--- config.mk ---
export PLATFORM = sky130hd
export DESIGN_NAME = bresenham_line_rasterizer_core_flat
export DESIGN_NICKNAME = d
export VERILOG_FILES = /design/src/rtl/core/blr_pkg.sv /design/src/rtl/core/blr_if.sv /design/src/rtl/core/bresenham_line_rasterizer_core.sv /design/src/rtl/core/blr_ctrl.sv /design/src/rtl/core/blr_datapath.sv /design/src/flat_wrapper.sv
export SDC_FILE = /design/constraint.sdc
export NUM_CORES = 1
export LEC_CHECK = 0
export BUFFER_PORTS_ARGS = -buffer_cell sky130_fd_sc_hd__buf_4
export CELL_PAD_IN_SITES_DETAIL_PLACEMENT = 0
export CELL_PAD_IN_SITES_GLOBAL_PLACEMENT = 1
export CORE_UTILIZATION = 42
export DETAILED_ROUTE_END_ITERATION = 10
export GPL_ROUTABILITY_DRIVEN = 0
export PLACE_DENSITY_LB_ADDON = 0.12
export SLEW_MARGIN = 10
export SYNTH_ARGS = -nofsm -noshare
export SYNTH_HDL_FRONTEND = slang
export SYNTH_SLANG_ARGS = --single-unit
--- constraint.sdc ---
create_clock -name i_clk -period 5.1 [get_ports i_clk]
set_clock_uncertainty 0.15 [all_clocks]
set_input_delay 0.255 -clock i_clk [delete_from_list [all_inputs] [get_ports i_clk]]
set_output_delay 0.255 -clock i_clk [all_outputs]
set_load 0.02 [all_outputs]
--- src/rtl/core/blr_pkg.sv ---
// Shared types and constants of the Bresenham line rasterizer.
`default_nettype none

package blr_pkg;

    localparam logic OP_START = 1'b0;
    localparam logic OP_STEP  = 1'b1;

    typedef struct packed {
        logic       op;
        logic [7:0] x_start;
        logic [7:0] y_start;
        logic [7:0] x_end;
        logic [7:0] y_end;
        logic       ink;
    } t_blr_in;

    typedef struct packed {
        logic       pixel_valid;
        logic [7:0] pixel_x;
        logic [7:0] pixel_y;
        logic       pixel_ink;
        logic       on_screen;
        logic [9:0] byte_index;
        logic [2:0] bit_position;
        logic       last;
    } t_blr_out;

    typedef enum logic {
        S_IDLE,
        S_EMIT
    } t_blr_state;

    typedef struct packed {
        logic take;
        logic emit;
    } t_blr_cmd;

endpackage

`default_nettype wire

--- src/rtl/core/blr_if.sv ---
// Valid/ready channel interfaces for the rasterizer command and pixel beats.
`default_nettype none

interface blr_in_if;
    import blr_pkg::*;
    logic    valid;
    logic    ready;
    t_blr_in data;
    modport source (output valid, output data, input ready);
    modport sink (input valid, input data, output ready);
endinterface

interface blr_out_if;
    import blr_pkg::*;
    logic     valid;
    logic     ready;
    t_blr_out data;
    modport source (output valid, output data, input ready);
    modport sink (input valid, input data, output ready);
endinterface

`default_nettype wire

--- src/rtl/core/bresenham_line_rasterizer_core.sv ---
// Bresenham line rasterizer: command beats in, one pixel beat out per command.
//
// Channels: i_in carries command beats (op start with endpoints and ink, or op
// step); o_out carries one result beat per command with the pixel, its
// on-screen flag and its page-organized frame buffer byte index and bit.
// A command accepted in the idle state moves the controller to the emit
// state, which loads its result into the output register once the output is
// free; a new command is not taken until that result is loaded. The controller
// takes a command in its idle state and loads the output register in the next
// state, so the state update and the address multiply sit in separate cycles.
// The output register parts the channels: a new command is taken while the
// previous result still waits. A stalled receiver holds the result beat
// stable and the controller waits before loading the next one.
// A step with no line in progress returns a beat with all fields zero.
// Reset: synchronous, active low; clears the line state and drops any
// pending result.
`default_nettype none

module bresenham_line_rasterizer_core #(
    parameter int DISPLAY_WIDTH  = 128,
    parameter int DISPLAY_HEIGHT = 64
) (
    input  wire        i_clk,
    input  wire        i_rst_n,
    blr_in_if.sink     i_in,
    blr_out_if.source  o_out
);
    import blr_pkg::*;

    t_blr_cmd w_cmd;
    logic     w_in_ready;
    logic     w_out_valid;
    t_blr_out w_out_data;

    blr_ctrl u_ctrl (
        .i_clk       (i_clk),
        .i_rst_n     (i_rst_n),
        .i_in_valid  (i_in.valid),
        .o_in_ready  (w_in_ready),
        .i_out_ready (o_out.ready),
        .o_out_valid (w_out_valid),
        .o_cmd       (w_cmd)
    );

    blr_datapath #(
        .DISPLAY_WIDTH  (DISPLAY_WIDTH),
        .DISPLAY_HEIGHT (DISPLAY_HEIGHT)
    ) u_datapath (
        .i_clk      (i_clk),
        .i_rst_n    (i_rst_n),
        .i_cmd      (w_cmd),
        .i_in_data  (i_in.data),
        .o_out_data (w_out_data)
    );

    assign i_in.ready  = w_in_ready;
    assign o_out.valid = w_out_valid;
    assign o_out.data  = w_out_data;

endmodule

`default_nettype wire

--- src/rtl/core/blr_ctrl.sv ---
// Controller state machine: accepts command beats and schedules result beats.
`default_nettype none

module blr_ctrl (
    input  wire               i_clk,
    input  wire               i_rst_n,
    input  wire               i_in_valid,
    output logic              o_in_ready,
    input  wire               i_out_ready,
    output logic              o_out_valid,
    output blr_pkg::t_blr_cmd o_cmd
);
    import blr_pkg::*;

    t_blr_state r_state;
    t_blr_state n_state;
    logic       r_out_valid;
    logic       n_out_valid;

    always_ff @(posedge i_clk) begin
        if (!i_rst_n) begin
            r_state     <= S_IDLE;
            r_out_valid <= 1'b0;
        end else begin
            r_state     <= n_state;
            r_out_valid <= n_out_valid;
        end
    end

    always_comb begin
        o_in_ready = (r_state == S_IDLE);
        o_cmd.take = i_in_valid && (r_state == S_IDLE);
        o_cmd.emit = (r_state == S_EMIT) && (!r_out_valid || i_out_ready);
        n_state    = r_state;
        unique case (r_state)
            S_IDLE: begin
                if (o_cmd.take) begin
                    n_state = S_EMIT;
                end
            end
            S_EMIT: begin
                if (o_cmd.emit) begin
                    n_state = S_IDLE;
                end
            end
            default: n_state = S_IDLE;
        endcase
        if (o_cmd.emit) begin
            n_out_valid = 1'b1;
        end else if (i_out_ready) begin
            n_out_valid = 1'b0;
        end else begin
            n_out_valid = r_out_valid;
        end
    end

    assign o_out_valid = r_out_valid;

endmodule

`default_nettype wire

--- src/rtl/core/blr_datapath.sv ---
// Datapath: line state, Bresenham step and frame buffer address of each pixel.
`default_nettype none

module blr_datapath #(
    parameter int DISPLAY_WIDTH  = 128,
    parameter int DISPLAY_HEIGHT = 64
) (
    input  wire                    i_clk,
    input  wire                    i_rst_n,
    input  wire blr_pkg::t_blr_cmd i_cmd,
    input  wire blr_pkg::t_blr_in  i_in_data,
    output blr_pkg::t_blr_out      o_out_data
);
    import blr_pkg::*;

    localparam logic [8:0] LP_W = 9'(DISPLAY_WIDTH);
    localparam logic [8:0] LP_H = 9'(DISPLAY_HEIGHT);

    logic [7:0] r_cur_x, r_cur_y, r_end_x, r_end_y, r_dx, r_dy;
    logic       r_sx_neg, r_sy_neg, r_ink, r_active, r_blank;
    logic [9:0] r_err;
    t_blr_out   r_out;

    logic [7:0] n_cur_x, n_cur_y, n_end_x, n_end_y, n_dx, n_dy;
    logic       n_sx_neg, n_sy_neg, n_ink, n_active, n_blank;
    logic [9:0] n_err;

    logic signed [10:0] w_e2, w_neg_dy, w_dx11;
    logic               w_mx, w_my;
    logic               w_on;
    logic [13:0]        w_prod;
    logic [13:0]        w_addr;
    logic               w_x_lt, w_y_lt;

    always_ff @(posedge i_clk) begin
        if (!i_rst_n) begin
            r_cur_x  <= '0;
            r_cur_y  <= '0;
            r_end_x  <= '0;
            r_end_y  <= '0;
            r_dx     <= '0;
            r_dy     <= '0;
            r_sx_neg <= 1'b0;
            r_sy_neg <= 1'b0;
            r_err    <= '0;
            r_ink    <= 1'b0;
            r_active <= 1'b0;
            r_blank  <= 1'b0;
        end else if (i_cmd.take) begin
            r_cur_x  <= n_cur_x;
            r_cur_y  <= n_cur_y;
            r_end_x  <= n_end_x;
            r_end_y  <= n_end_y;
            r_dx     <= n_dx;
            r_dy     <= n_dy;
            r_sx_neg <= n_sx_neg;
            r_sy_neg <= n_sy_neg;
            r_err    <= n_err;
            r_ink    <= n_ink;
            r_active <= n_active;
            r_blank  <= n_blank;
        end
    end

    always_comb begin
        w_e2     = {r_err, 1'b0};
        w_neg_dy = -$signed({3'b000, r_dy});
        w_dx11   = $signed({3'b000, r_dx});
        w_mx     = (w_e2 > w_neg_dy);
        w_my     = (w_e2 < w_dx11);
        w_x_lt   = (i_in_data.x_start < i_in_data.x_end);
        w_y_lt   = (i_in_data.y_start < i_in_data.y_end);

        n_cur_x  = r_cur_x;
        n_cur_y  = r_cur_y;
        n_end_x  = r_end_x;
        n_end_y  = r_end_y;
        n_dx     = r_dx;
        n_dy     = r_dy;
        n_sx_neg = r_sx_neg;
        n_sy_neg = r_sy_neg;
        n_err    = r_err;
        n_ink    = r_ink;
        n_blank  = 1'b0;

        if (i_in_data.op == OP_START) begin
            n_cur_x  = i_in_data.x_start;
            n_cur_y  = i_in_data.y_start;
            n_end_x  = i_in_data.x_end;
            n_end_y  = i_in_data.y_end;
            n_ink    = i_in_data.ink;
            n_dx     = w_x_lt ? (i_in_data.x_end - i_in_data.x_start)
                              : (i_in_data.x_start - i_in_data.x_end);
            n_dy     = w_y_lt ? (i_in_data.y_end - i_in_data.y_start)
                              : (i_in_data.y_start - i_in_data.y_end);
            n_sx_neg = !w_x_lt;
            n_sy_neg = !w_y_lt;
            n_err    = {2'b00, n_dx} - {2'b00, n_dy};
        end else if (!r_active) begin
            n_blank = 1'b1;
        end else begin
            n_err = r_err - (w_mx ? {2'b00, r_dy} : 10'd0)
                          + (w_my ? {2'b00, r_dx} : 10'd0);
            if (w_mx) begin
                n_cur_x = r_sx_neg ? (r_cur_x - 8'd1) : (r_cur_x + 8'd1);
            end
            if (w_my) begin
                n_cur_y = r_sy_neg ? (r_cur_y - 8'd1) : (r_cur_y + 8'd1);
            end
        end

        if (n_blank) begin
            n_active = r_active;
        end else begin
            n_active = !((n_cur_x == n_end_x) && (n_cur_y == n_end_y));
        end
    end

    always_comb begin
        w_on   = ({1'b0, r_cur_x} < LP_W) && ({1'b0, r_cur_y} < LP_H);
        w_prod = {9'b0, r_cur_y[7:3]} * {5'b0, LP_W};
        w_addr = w_prod + {6'b0, r_cur_x};
    end

    always_ff @(posedge i_clk) begin
        if (i_cmd.emit) begin
            if (r_blank) begin
                r_out <= '0;
            end else begin
                r_out.pixel_valid  <= 1'b1;
                r_out.pixel_x      <= r_cur_x;
                r_out.pixel_y      <= r_cur_y;
                r_out.pixel_ink    <= r_ink;
                r_out.on_screen    <= w_on;
                r_out.byte_index   <= w_on ? w_addr[9:0] : 10'd0;
                r_out.bit_position <= w_on ? r_cur_y[2:0] : 3'd0;
                r_out.last         <= (r_cur_x == r_end_x) && (r_cur_y == r_end_y);
            end
        end
    end

    assign o_out_data = r_out;

endmodule

`default_nettype wire

--- src/flat_wrapper.sv ---
// flat-port wrapper written by rule: the top's interface ports become plain ports
module bresenham_line_rasterizer_core_flat import blr_pkg::*;
#(
    parameter int DISPLAY_WIDTH  = 128,
    parameter int DISPLAY_HEIGHT = 64
)
  (i_clk, i_rst_n, i_in_valid, i_in_data, i_in_ready, o_out_valid, o_out_data, o_out_ready);
  blr_in_if i_in_i ();
  blr_out_if o_out_i ();
  input  wire i_clk;
  input  wire i_rst_n;
  input wire logic [$bits(i_in_i.valid)-1:0] i_in_valid;
  input wire logic [$bits(i_in_i.data)-1:0] i_in_data;
  output wire logic [$bits(i_in_i.ready)-1:0] i_in_ready;
  output wire logic [$bits(o_out_i.valid)-1:0] o_out_valid;
  output wire logic [$bits(o_out_i.data)-1:0] o_out_data;
  input wire logic [$bits(o_out_i.ready)-1:0] o_out_ready;
  assign i_in_i.valid = i_in_valid;
  assign i_in_i.data = i_in_data;
  assign i_in_ready = i_in_i.ready;
  assign o_out_valid = o_out_i.valid;
  assign o_out_data = o_out_i.data;
  assign o_out_i.ready = o_out_ready;
  bresenham_line_rasterizer_core #(.DISPLAY_WIDTH(DISPLAY_WIDTH), .DISPLAY_HEIGHT(DISPLAY_HEIGHT)) u_core (.i_clk(i_clk), .i_rst_n(i_rst_n), .i_in(i_in_i), .o_out(o_out_i));
endmodule
---- After elaboration in Yosys (flattened, before gate mapping) ----
Cells that the tools add are included.
storage, ports and cells
  output and inout port bits .............. 35
  bits in registers ....................... 98
  word-level logic and storage cells ...... 91
  input bits .............................. 38
operators by class
  equal/unequal tests ..................... 5
  multiplexer cells ....................... 26
  order comparisons ....................... 6
  bitwise logic cells ..................... 4
  reductions and logical operators ........ 15
  add/sub/neg operators ................... 13
operators by type and width
  kind                   number
  $mux W8                14
  $mux W33               1
  $eq A8 B8 Y1           4
  $sub A8 B8 Y8          4
  $mux W10               3
  $add A10 B8 Y10        2
  $add A8 B1 Y8 const B  2
  $lt A8 B8 Y1           2
  $sub A8 B1 Y8 const B  2
  $gt A11 B11 Y1         1
  $lt A11 B9 Y1          1
  $neg A8 Y11            1
  $sub A10 B8 Y10        1
  $sub A8 B8 Y9          1
  $lt A8 B7 Y1 const B   1
  $lt A8 B8 Y1 const B   1
  $mux W1                6
  $reduce_and A2 Y1      3
  $logic_and A1 B1 Y1    5
  $logic_not A1 Y1       4
  $not A1 Y1             4
  $mux W3                1
  $ne A2 B1 Y1 const B   1
  $pmux W1 S2            1
  other kinds (3)        3

---- Longest topological paths before layout ----
  depth after elaboration ................. 8
  gate-level depth with buffers ........... 25
  depth with buffers taken out ............ 25

---- Hierarchy ----
From an unflattened synthesis, not the netlist that was laid out.
second synthesis, totals
  cell total of the unflattened synthesis .. 963
  area, all modules ....................... 8066.5 sq um
by module, submodules not included
  module        instances  cells each  sequential area each (sq um)  area each (sq um)
  blr_datapath  1          953         2252.2                        7956.4
  blr_ctrl      1          10          40.0                          110.1

---- Worst setup path after synthesis ----
No wires, ideal clock.
  path type ............................... register to register
  from .................................... register u_core.u_datapath.r_dy[2]
  to ...................................... register u_core.u_datapath.r_err[8]
  path slack .............................. -90 ps
  data arrival time ....................... 4923 ps
  path buffers ............................ 0
  library setup time ...................... 117 ps
  clock period less this slack ............ 5190 ps
  stages on the path, launching flop included .. 22
  data required time ...................... 4833 ps
  cell sequence ........................... dfxtp_1 -> or4_1 -> or4_1 -> nor2_1 -> ha_1 -> and3_1 -> and3_1 -> a21oi_1 -> a21oi_1 -> and2_1 -> fa_1 -> inv_1 -> ha_1 -> nor2b_1 -> o21ai_0 -> a21boi_0 -> o21ai_0 -> a21boi_0 -> o21a_1 -> or3_1 -> a31oi_1 -> nor2_1
on the way
  word-level cells in the longest chain between the ends .. 7
RTL lines
  element                   RTL line             source
  start: declaration        blr_datapath.sv:19   logic [7:0] r_cur_x, r_cur_y, r_end_x, r_end_y, r_dx, r_dy;
  start signal: assignment  blr_datapath.sv:55   r_dy <= n_dy;
  $neg A8 Y11               blr_datapath.sv:67   w_neg_dy = -$signed({3'b000, r_dy});
  $gt A11 B11 Y1            blr_datapath.sv:69   w_mx = (w_e2 > w_neg_dy);
  $mux W8 (*)               blr_datapath.sv:102  n_err = r_err - (w_mx ? {2'b00, r_dy} : 10'd0)
  $sub A10 B8 Y10 (*)       blr_datapath.sv:102
  $add A10 B8 Y10 (*)       blr_datapath.sv:103  + (w_my ? {2'b00, r_dx} : 10'd0);
  $mux W10 (*)              blr_datapath.sv:99   end else if (!r_active) begin
  $mux W10 (*)              blr_datapath.sv:86   if (i_in_data.op == OP_START) begin
  end signal: assignment    blr_datapath.sv:58   r_err <= n_err;
  end: declaration          blr_datapath.sv:21   logic [9:0] r_err;
Mark *: on every way between the ends. The rest lies on a longest branch, timed or not. The select of a mux whose other input is x is not followed.
A chain may end at the register's enable or synchronous reset.

---- Worst setup path after layout ----
Same ends and word-level chain as after synthesis.

==> metrics.yaml <==
syn2layout_area_growth_pct: 16.6
fin_cells: 1269
seq_area_frac_synth_pct: 28.8
outcome: "completed"
reg2reg_setup_slack_ns: 0.15
syn_area_sq_um: 7970
critPathRequiredTime_ns: 5.20
core_area_sq_um: 18600
finalCritPeriodShare_pct: 97.0
synth.distinct_cells: 72
cts.sinks: 98
clk_pin_slew_worst_paths_ns: 0.08
die_h_microns: 140
ant_nets: 0
drcViolationCount: 0
critPathMaxStageDelay_ns: 0.52
cts_tree: "built"
synth_top_cells_by_area: "dfxtp_1 (16%), ha_1 (13%), edfxtp_1 (12%), xnor2_1 (4.6%), inv_1 (4.6%)"
grt_max_degree: 52
die_area_sq_um: 19500
antenna_cells: 0
worstPathCellList: "or4_4 -> or4_4 -> nor2_2 -> ha_1 -> and3_1 -> and3_4 -> a21oi_4 -> a21oi_4 -> buf_4 -> and2_1 -> fa_1 -> inv_1 -> ha_1 -> o21ai_1 -> a21boi_1 -> o21ai_1 -> a21boi_1 -> o21a_1 -> or3_1 -> a31oi_1 -> nor2_1"
dp_cells: 1252
end_kind: "flip-flop"
cp-endpoint: "u_core.u_datapath.r_err[8]"
grt.total_usage_pct: 23.8
reg2regPathDepth: 21
clock_latency_ns: 0.36
crit_type: "flip-flop to flip-flop"
nets: 1164
hold_viol_final: 0
peakVddDrop_mv: 0.131
wl_mm: 22.8
rsz0062_at_grt: "true"
post-route-min-period_ns: 4.95
timing.fmax_mhz: 202
vias: 6921
setup_viol: 0
ys_seq_elements: 98
grt_remaining_overflow: 0
crit_start: "u_core.u_datapath.r_dy[2]"
mostFrequentLayoutCells: "buf_4 (100), inv_1 (97), nand2_1 (85)"
tritoncts.num_buffers: 9
synth_fp_nets: 1083
port_buffers: 72
synth_top_area_cell: "dfxtp_1"
grt_pass1_vias: 6400
antenna_found_initial: 0
wl_per_cell_microns: 18.0
async_flop_share_pct: 0
drt-vias-per-instance: 5.45
synth_enable_flop_cells: 33
layout_commonest_cell: "buf_4"
final_area_sq_um: 9290
cts-hold-fix-buffers: 0
drt_iter0_drc: 376
dp_hpwl_mm: 17.9
worst_slew_pin_slew_ns: 0.892
die_w_microns: 140
power.density_nw_per_um2: 336
ys_warn_count: 0
io_pins: 73
p_leak_nw: 4.05
yosys_most_used_dff: "dfxtp_1"
maxCapViolCount: 0
maxSlewHeadroom_pct: 40.5
syn_inst: 949
clockRootBuffer: "clkbuf_16"
r2r_start: "u_core.u_datapath.r_dy[2]"
row_count: 50
first_pass_iters: 5
critPathArrivalTime_ns: 5.04
synth_top_area_share_pct: 16.3
grt_pass1_wl_mm: 35.8
placed_area_sq_um: 8900
drive_above_1_share_pct: 14.8
start_util_pct: 42.7
h-tree-depth: 3
cts_max_path_buffers: 2
avgSynthCellArea_sq_um: 8.40
r2r-end: "u_core.u_datapath.r_err[8]"
fin_setup_tns_ns: 0
start_kind: "flip-flop"
slew_viol_final: 0
critPathMaxFanout: 6
slowest_stage: "or4_4"
hold_path.class: "input pin to flip-flop"
[layout make-up]
class,instances,area (sq um)
clock buffer,9,225
clock inverter,7,100
fill,1871,9350
inverter,98,368
multi-input combinational,722,5250
sequential,98,2290
tap,234,293
timing repair buffer,101,762
[critical path: cells and delay by family (launching register included)]
family / cells / cell delay, ns
buffers and inverters: 2 / 0.21
and+or+nand+nor: 8 / 1.98
DFF: 1 / 0.32
adders and majority gates: 3 / 1.06
AOI/OAI and AO/OA: 8 / 1.11
[sequential cells by signal (all words and copies together) (netlist names)]
register                      count
u_core.u_ctrl.o_out_valid         1
u_core.u_ctrl.r_state             1
u_core.u_datapath.o_out_data     33
u_core.u_datapath.r_active        1
u_core.u_datapath.r_blank         1
u_core.u_datapath.r_cur_x         8
u_core.u_datapath.r_cur_y         8
u_core.u_datapath.r_dx            8
u_core.u_datapath.r_dy            8
u_core.u_datapath.r_end_x         8
u_core.u_datapath.r_end_y         8
u_core.u_datapath.r_err          10
u_core.u_datapath.r_ink           1
u_core.u_datapath.r_sx_neg        1
u_core.u_datapath.r_sy_neg        1
[routing by layer]
layer / wire [microns] / track usage, % / up-vias / share of wire (%)
met5: 0 / 0 / - / 0
met2: 9490 / 34.7 / 196 / 42
met3: 1100 / 2.13 / 20 / 4.8
li1: - / - / 3490 / -
met4: 458 / 7.29 / 0 / 2.0
met1: 11800 / 36.6 / 3215 / 52
[metrics by stage]
| stage | power, mW | hold WS [ns] | util (%) | setup slack (ns) |
|---|---|---|---|---|
| final | 3.12 | 0.0139 | 49.9 | 0.154 |
| after floorplan | 1.87 | 0.241 | - | 0.00577 |
| after global placement | 2.32 | 0.295 | 47.8 | -0.0101 |
| after detailed placement | 2.33 | 0.299 | 47.8 | -0.0562 |
| after CTS | 3.07 | 0.00900 | 49.5 | 0.00939 |
| after global routing | 3.32 | 0.0196 | 49.9 | -0.104 |
[synth_stat cells (15+ instances only)]
library cell  number
mux2i_1           19
xnor2_1           42
nand2_1           85
clkbuf_1          27
and2_1            26
xor2_1            24
inv_1             97
ha_1              81
a211oi_1          20
nand3_1           21
dfxtp_1           65
nor2b_1           34
nand2b_1          16
nor2_1            64
edfxtp_1          33
fa_1              15
a21oi_1           69
o21ai_0           47
[how the worst min path moves through the flow]
stage	from	endpoint	slack (ns)	cells past startpoint
finish	i_in_data[0]	u_core.u_datapath.r_ink	0.01	3
global route	i_in_data[0]	u_core.u_datapath.r_ink	0.02	3
CTS	i_in_data[0]	u_core.u_datapath.r_ink	0.009	3
detailed placement	u_core.u_datapath.r_ink	u_core.u_datapath.r_ink	0.30	2
global placement	u_core.u_datapath.r_ink	u_core.u_datapath.r_ink	0.29	2
floorplan	i_in_data[0]	u_core.u_datapath.r_ink	0.24	2
[where the power goes]
| group | switching, mW | internal [mW] |
|---|---|---|
| clock network | 0.343 | 0.396 |
| logic | 0.807 | 0.624 |
| registers | 0.0768 | 0.873 |
| total | 1.23 | 1.89 |
[cells by family (layout without fill, tap and decap cells)]
family	Yosys count	count (layout)	synth area share (%)
flops	98	98	28.8
simple gates	303	303	19.2
mux	22	22	2.86
xor+xnor	66	66	7.25
buf+inv	129	215	6.11
fa+ha+maj	96	96	16.5
compound gates	235	235	19.3
[repair_timing]
item,CTS,global route
setup endpoints to repair,2,5
pin swaps,0,14
gates resized for setup,2,20
setup buffers,0,1
Power figures use the tool's default switching activity.
